## src/rtl/core/pav_pkg.sv

```systemverilog
// ----------------------------------------------------------------------------
// pav_pkg
// Shared types, codes and helpers for the particle advance pipeline.
// ----------------------------------------------------------------------------
package pav_pkg;

  localparam int POS_WIDTH = 32;
  localparam int SQRT_STAGES = 32;
  localparam int DIV_STAGES = 31;

  typedef enum logic [1:0] {
    MODE_OPEN   = 2'd0,
    MODE_MIRROR = 2'd1,
    MODE_WRAP   = 2'd2
  } mode_e;

  typedef enum logic [1:0] {
    REG_MODE   = 2'd0,
    REG_WIDTH  = 2'd1,
    REG_HEIGHT = 2'd2,
    REG_DEPTH  = 2'd3
  } reg_e;

  typedef struct packed {
    logic signed [31:0] pos_x;
    logic signed [31:0] pos_y;
    logic signed [31:0] pos_z;
    logic signed [31:0] vel_x;
    logic [2:0]         neg;
    logic               zero;
  } side_t;

  typedef struct packed {
    logic [63:0]       s;
    logic [2:0][61:0]  prod;
    side_t             side;
  } sq_beat_t;

  typedef struct packed {
    logic [31:0]       r;
    logic [2:0][61:0]  prod;
    side_t             side;
  } dv_beat_t;

  typedef struct packed {
    logic [2:0][30:0]  q;
    side_t             side;
  } bd_beat_t;

  typedef struct packed {
    logic signed [31:0] new_x;
    logic signed [31:0] new_y;
    logic signed [31:0] new_z;
    logic signed [31:0] new_vel_x;
    logic               in_domain;
  } res_t;

  localparam logic signed [35:0] POS_MAX = (36'sd1 <<< (POS_WIDTH - 1)) - 36'sd1;
  localparam logic signed [35:0] POS_MIN = -POS_MAX - 36'sd1;

  function automatic logic signed [31:0] neg_sat32(input logic signed [31:0] v);
    logic signed [31:0] r;
    if (v == 32'sh8000_0000) begin
      r = 32'sh7fff_ffff;
    end else begin
      r = -v;
    end
    return r;
  endfunction

  function automatic logic signed [31:0] sat_pos(input logic signed [35:0] v);
    logic signed [35:0] c;
    if (v > POS_MAX) begin
      c = POS_MAX;
    end else if (v < POS_MIN) begin
      c = POS_MIN;
    end else begin
      c = v;
    end
    return c[31:0];
  endfunction

endpackage

```

## src/rtl/core/pav_bound.sv

```systemverilog
// ----------------------------------------------------------------------------
// pav_bound
// Position update, x boundary rule, y wrap, inside test and saturation.
// ----------------------------------------------------------------------------
module pav_bound (
  input  logic               clk_i,
  input  logic               rst_ni,
  input  logic               en_i,
  input  logic               v_i,
  input  pav_pkg::bd_beat_t  beat_i,
  input  logic [1:0]         mode_i,
  input  logic [30:0]        width_x_i,
  input  logic [30:0]        height_z_i,
  input  logic [30:0]        depth_y_i,
  output logic               v_o,
  output pav_pkg::res_t      res_o
);

  logic [3:0] v_q;

  logic signed [35:0] w, h, dp;
  logic signed [35:0] d [3];
  logic signed [35:0] x1_d, y1_d, z1_d, x1_q, y1_q, z1_q;
  logic signed [35:0] x2_d, y2_d, x2_q, y2_q, z2_q;
  logic signed [35:0] x3_d, y3_d, x3_q, y3_q, z3_q;
  logic signed [31:0] vx1_q, vx2_d, vx2_q, vx3_d, vx3_q;
  logic               in3_d, in3_q;
  pav_pkg::res_t      res_d, res_q;

  assign w  = $signed({5'd0, width_x_i});
  assign h  = $signed({5'd0, height_z_i});
  assign dp = $signed({5'd0, depth_y_i});

  always_comb begin
    for (int j = 0; j < 3; j++) begin
      if (beat_i.side.zero) begin
        d[j] = '0;
      end else if (beat_i.side.neg[j]) begin
        d[j] = -$signed({5'd0, beat_i.q[j]});
      end else begin
        d[j] = $signed({5'd0, beat_i.q[j]});
      end
    end
    x1_d = 36'(beat_i.side.pos_x) + d[0];
    y1_d = 36'(beat_i.side.pos_y) + d[1];
    z1_d = 36'(beat_i.side.pos_z) + d[2];
  end

  always_comb begin
    x2_d  = x1_q;
    vx2_d = vx1_q;
    case (mode_i)
      pav_pkg::MODE_OPEN: begin
        x2_d = x1_q;
      end
      pav_pkg::MODE_MIRROR: begin
        if (x1_q < 0) begin
          x2_d  = -x1_q;
          vx2_d = pav_pkg::neg_sat32(vx1_q);
        end
      end
      default: begin
        if (x1_q < 0) begin
          x2_d = w + x1_q;
        end
      end
    endcase
    y2_d = (y1_q < 0) ? dp + y1_q : y1_q;
  end

  always_comb begin
    x3_d  = x2_q;
    vx3_d = vx2_q;
    in3_d = !(z2_q < 0 || z2_q > h);
    case (mode_i)
      pav_pkg::MODE_OPEN: begin
        if (x2_q < 0 || x2_q > w) begin
          in3_d = 1'b0;
        end
      end
      pav_pkg::MODE_MIRROR: begin
        if (x2_q > w) begin
          x3_d  = (w <<< 1) - x2_q;
          vx3_d = pav_pkg::neg_sat32(vx2_q);
        end
      end
      default: begin
        if (x2_q > w) begin
          x3_d = x2_q - w;
        end
      end
    endcase
    y3_d = (y2_q > dp) ? y2_q - dp : y2_q;
  end

  always_comb begin
    res_d.new_x     = pav_pkg::sat_pos(x3_q);
    res_d.new_y     = pav_pkg::sat_pos(y3_q);
    res_d.new_z     = pav_pkg::sat_pos(z3_q);
    res_d.new_vel_x = vx3_q;
    res_d.in_domain = in3_q;
  end

  always_ff @(posedge clk_i or negedge rst_ni) begin
    if (!rst_ni) begin
      v_q <= '0;
    end else if (en_i) begin
      v_q <= {v_q[2:0], v_i};
    end
  end

  always_ff @(posedge clk_i) begin
    if (en_i) begin
      x1_q  <= x1_d;
      y1_q  <= y1_d;
      z1_q  <= z1_d;
      vx1_q <= beat_i.side.vel_x;
      x2_q  <= x2_d;
      y2_q  <= y2_d;
      z2_q  <= z1_q;
      vx2_q <= vx2_d;
      x3_q  <= x3_d;
      y3_q  <= y3_d;
      z3_q  <= z2_q;
      vx3_q <= vx3_d;
      in3_q <= in3_d;
      res_q <= res_d;
    end
  end

  assign v_o   = v_q[3];
  assign res_o = res_q;

endmodule

```

## config.mk

```make
export PLATFORM = sky130hd
export DESIGN_NAME = pav_bound
export DESIGN_NICKNAME = d
export VERILOG_FILES = /design/src/rtl/core/pav_pkg.sv /design/src/rtl/core/pav_bound.sv
export SDC_FILE = /design/constraint.sdc
export NUM_CORES = 2
export LEC_CHECK = 0
export ABC_CLOCK_PERIOD_IN_PS = 6500
export BUFFER_PORTS_ARGS = -buffer_cell sky130_fd_sc_hd__buf_2
export CORE_MARGIN = 5
export CORE_UTILIZATION = 65
export DETAILED_ROUTE_END_ITERATION = 16
export PLACE_DENSITY = 0.95
export SYNTH_ARGS = -nofsm -noshare
export SYNTH_HDL_FRONTEND = slang
export SYNTH_SLANG_ARGS = --single-unit
export TNS_END_PERCENT = 10
```

## constraint.sdc

```tcl
create_clock -name clk_i -period 6.5 [get_ports clk_i]
set_input_delay 0.65 -clock clk_i [delete_from_list [all_inputs] [get_ports clk_i]]
set_output_delay 0.65 -clock clk_i [all_outputs]
set_load 0.05 [all_outputs]
```

=== Word-level counts from Yosys, hierarchy flattened ===
Cells that the tools add are included.

* Add/subtract/negate cells: 14
* Magnitude comparators: 13
* Eq/ne operators: 3
* Multiplexer cells: 25
* Reductions and logical operators: 4

{| class="wikitable"
|+ Operator list
! kind !! number
|-
| $mux W36 || 12
|-
| $mux W32 || 9
|-
| $add A32 B36 Y36 || 5
|-
| $lt A36 B1 Y1 const B || 4
|-
| $pmux W36 S2 || 2
|-
| $gt A36 B32 Y1 || 3
|-
| $gt A36 B32 Y1 const B || 3
|-
| $lt A36 B32 Y1 const B || 3
|-
| $neg A31 Y36 || 3
|-
| $sub A36 B32 Y36 || 2
|-
| $eq A32 B32 Y1 const B || 2
|-
| $neg A32 Y32 || 2
|-
| $neg A36 Y36 || 1
|-
| $sub A33 B36 Y36 || 1
|-
| $eq A2 B1 Y1 const B || 1
|-
| $logic_not A2 Y1 || 1
|-
| $logic_or A1 B1 Y1 || 2
|-
| $mux W1 || 2
|-
| $logic_not A1 Y1 || 1
|}

* Register bits after elaboration: 554
* Input port bits: 324
* Output and inout port bits: 130
* Word-level logic and storage cells: 78

=== Logic depth before layout (Yosys ltp) ===
* Depth in word-level cells: 5
* Gate-level depth with buffers: 21

=== Least setup slack after synthesis ===
Ideal clock, no wire load.

* Path type: input -> register
* Start point: input port beat_i[168] (netlist name)
* End point: register y1_q[35] (data pin)
* Setup time: 0.261 ns
* Arrival: 4.805 ns
* Required time: 6.239 ns
* Path slack: 1.434 ns
* Stages on the path: 19
* Buffers on the path: 0
* Cells stage by stage: nor4_1 nand2_1 or2_2 or3_1 or2_2 o41ai_1 xor2_1 nor2_1 ha_1 nand3_1 or3_1 a2111oi_0 a211oi_1 a21bo_2 o21ai_0 or4_1 o2111ai_1 o21ai_0 xnor2_1

* Word-level cells in the longest chain between the ends: 4

{| class="wikitable"
|+ Ends and longest elaborated chain
! item !! line !! source
|-
| start, declared || pav_bound.sv:10 || <nowiki>input pav_pkg::bd_beat_t beat_i,</nowiki>
|-
| $neg A31 Y36 || pav_bound.sv:39 || <nowiki>d[j] = -$signed({5'd0, beat_i.q[j]});</nowiki>
|-
| $mux W36 (*) || pav_bound.sv:38 || <nowiki>end else if (beat_i.side.neg[j]) begin</nowiki>
|-
| $mux W36 (*) || pav_bound.sv:36 || <nowiki>if (beat_i.side.zero) begin</nowiki>
|-
| $add A32 B36 Y36 (*) || pav_bound.sv:45 || <nowiki>y1_d = 36'(beat_i.side.pos_y) + d[1];</nowiki>
|-
| net y1_d[35] || pav_bound.sv:23 || <nowiki>logic signed [35:0] x1_d, y1_d, z1_d, x1_q, y1_q, z1_q;</nowiki>
|-
| end signal, assigned || pav_bound.sv:115 || <nowiki>y1_q <= y1_d;</nowiki>
|-
| end, declared || pav_bound.sv:23 ||
|}

Mark *: on every way through the listed nets, which the timed path passes. The rest lies on a longest branch.
A chain may end at the register's enable or synchronous reset.

=== Worst setup path in the final report ===
Ends and elaborated chain as after synthesis.

==> results by group <==
Run status
  • Status: finished clean

Power and ir drop
  • Leak: 18.25 nW
  • PD cells: 287.7 nW/um^2
  • Peak supply drop: 0.0002412 V

Job
  • Max cap viols: 0

Floorplan
  • Die W: 251.8 microns
  • Initial Util: 0.6572
  • Ports: 454
  • Die area: 63380 sq um
  • Core area: 57810 sq um
  • Site Rows: 88
  • Die Ht: 251.8 microns

STA
  • Final TNS setup: 0 ns
  • Slew @ Worst Pin: 1.214 ns
  • RSZ-0062 raised after global routing: no
  • Final Hold Violating Endpoints: 0
  • Maximum clock rate: 198.0 MHz
  • Final min period: 5.050 ns
  • Final Cycle Share: 0.7769
  • Skew final: 0.04191 ns
  • Setup violators final: 0
  • Count of pins over their slew limit: 0
  • Slew HR: 0.1896

Synth
  • Synth Instances: 3779
  • Synth Area per Inst: 10.05 sq um
  • Top FF cell, synth: edfxtp_1
  • Number of synthesized flops with an enable pin: 550
  • Post-synth cell types: 85
  • #FFs+latches synth: 554
  • Synth area leader: edfxtp_1
  • Mapped Area: 37990 sq um
  • Asr flop ratio synth: 0.007220
  • Largest cells by area after synthesis: edfxtp_1 43%, ha_1 9.8%, xor2_1 4.5%, xnor2_1 4.3%, a21oi_1 3.6%
  • Syn Nets: 4408
  • Sequential area share after synthesis: 0.4374
  • Total number of yosys warnings: 0
  • Yosys top cell area share: 0.4347

Critical path
  • Worst EP arrival: 5.43 ns
  • Critical Path Start Type: primary input
  • Critical path class: in -> reg
  • CP Data Required Time: 6.88 ns
  • Worst setup EP type: flop
  • Worst-path fanout max: 6
  • Worst reg2reg setup slack: 1.98 ns

Detailed routing
  • Drt wl/cell: 20.02 microns
  • Drt pass-1 iters: 6
  • Via count: 31510
  • Drt drc: 0
  • Antenna viol nets, final: 0
  • Total wire length: 100800 microns
  • Vias per cell: 6.256
  • DR iter-0 viols: 2801

Clock network
  • H-tree levels: 2
  • Worst-path clk slew: 0.06 ns
  • Worst skew pair latency: 0.61 ns
  • Clock sink count: 554
  • Hold_buf cts: 1
  • Post-cts resize count: 0
  • Post-CTS Setup Bufs: 0
  • CTS Buf Count: 56
  • Root Buffer: clkbuf_16
  • Clock buffer depth: 3
  • CTS tree: built

Global routing
  • Number of global-route vias before repair: 30200
  • Total GRT Usage: 0.3022
  • First-pass GRT wire length: 156100 microns
  • Gr ovfl total: 0
  • Largest net degree at the start of global routing: 174
  • Antenna violations before repair: 31

Final layout
  • # nets final: 4833
  • Final Cell Area: 42940 sq um
  • Layout cells sized above 1: 0.1541
  • P&R area growth vs syn: 13.02%

Placed design
  • Placed inst area: 41020 sq um
  • Port-buffer cells: 453
  • Placer Congestion: 0.9797
  • Dpl hpwl: 77110 microns

Worst hold path
  • Worst hold path type: in -> reg
## cells by family (layout without fill, tap and decap cells)
family,Yosys count,after routing,synth area share
DFF,554,554,0.4374
AOI/OAI and AO/OA,1123,1123,0.1933
and+or+nand+nor,1043,1043,0.1328
buffers and inverters,322,794,0.03195
other,0,20,0
muxes,50,50,0.01452
xor gates and xnor gates,382,382,0.08806
adders and majority gates,305,305,0.1020
## sequential cells by signal, indices dropped and copies added, names as in the netlist
signal / count
res_o: 129
x1_q: 36
x2_q: 36
x3_q: 36
y1_q: 36
y2_q: 36
y3_q: 36
z1_q: 36
z2_q: 36
z3_q: 36
vx1_q: 32
vx2_q: 32
vx3_q: 32
v_q: 4
in3_q: 1
## power breakdown
part	leakage, nW	internal (mW)	switching, mW
clock network	0.889	1.86	1.38
registers	5.45	4.66	0.316
logic	11.9	1.64	2.50
total	18.2	8.16	4.19
## cell usage after synthesis (all sizes together), types with 35 or more instances
library cell  count
o22ai            35
o21ai           218
nand4            37
ha              297
nand2           299
a21oi           270
nand2b           59
xor2            196
nor2b            39
o31ai            58
o21a            124
edfxtp          550
nor2            297
mux2             41
and3             36
xnor2           186
a211oi           38
clkbuf           97
a21o            137
or3              43
nor3             55
inv             213
nand3            60
## cell type report
cell class / count / area, sq um
repair buffers: 475 / 2472
multi-input cells: 2903 / 20180
flip-flops and latches: 554 / 16620
fillers: 3890 / 14870
inverters: 214 / 803.3
clock buffers: 61 / 1420
clock inverters: 44 / 435.4
well taps: 765 / 957.2
diodes: 20 / 50.05
## cells in the final DEF (no fill, tap or decap), types with 35 or more instances in the layout
master	count
a211oi_1	38
a21o_1	137
a21oi_1	270
and3_1	36
buf_2	451
clkbuf_16	56
edfxtp_1	550
ha_1	297
inv_1	213
mux2_2	41
nand2_1	299
nand2b_1	59
nand3_1	60
nand4_1	37
nor2_1	294
nor2b_1	39
nor3_1	55
o21a_1	124
o21ai_0	215
o22ai_1	35
o31ai_1	57
or3_1	35
xnor2_1	186
xor2_1	196
## critical path: stages
cell	delay [ns]
buf_2	0.11
nor4_1	0.34
nand2_1	0.12
or2_2	0.30
or3_1	0.41
or2_2	0.34
o31ai_1	0.28
xor2_1	0.17
nor2_1	0.05
ha_1	0.37
a21o_1	0.19
a21oi_1	0.19
o21bai_1	0.10
a2111oi_0	0.54
a21bo_2	0.26
o21ai_0	0.15
or4_1	0.42
o2111ai_1	0.14
o21ai_0	0.15
xnor2_1	0.14
## stage by stage
| step | std cells | power (mW) | util | worst slack, ns | hold slack [ns] |
|---|---|---|---|---|---|
| after global routing | 5031 | 12.94 | 0.7426 | 1.094 | 0.1777 |
| final | 5036 | 12.35 | 0.7428 | 1.450 | 0.2111 |
| after detailed placement | 4910 | 9.037 | 0.7097 | 0.8613 | 0.4045 |
| after floorplan | 3779 | 7.950 | - | 1.434 | 0.3544 |
| after global placement | 4910 | 8.866 | 0.7097 | 0.9516 | 0.4005 |
| after CTS | 5016 | 12.30 | 0.7419 | 1.530 | 0.1754 |
## metal layers
metal  global-route usage  up-vias  wire [microns]
met3              0.05907      307            8330
met1               0.3742    14780           38590
met2               0.5236     1426           49180
li1                     -    14970               -
met5                    0        -             165
met4               0.1218       24            4534
## worst paths after layout
| path | startpoint | to | depth (start not counted) |
|---|---|---|---|
| worst max-delay path | beat_i[168] | y1_q[35] | 20 |
| worst min-delay path | beat_i[7] | vx1_q[3] | 1 |
| worst max register to register | x2_q[0] | vx3_q[1] | 13 |
| worst min register to register | vx3_q[14] | res_o[15] | 0 |
| max in group asynchronous | rst_ni | v_q[0] | 2 |
| min in group asynchronous | rst_ni | v_q[3] | 2 |
Note: power is estimated with default switching activity, not from simulation.
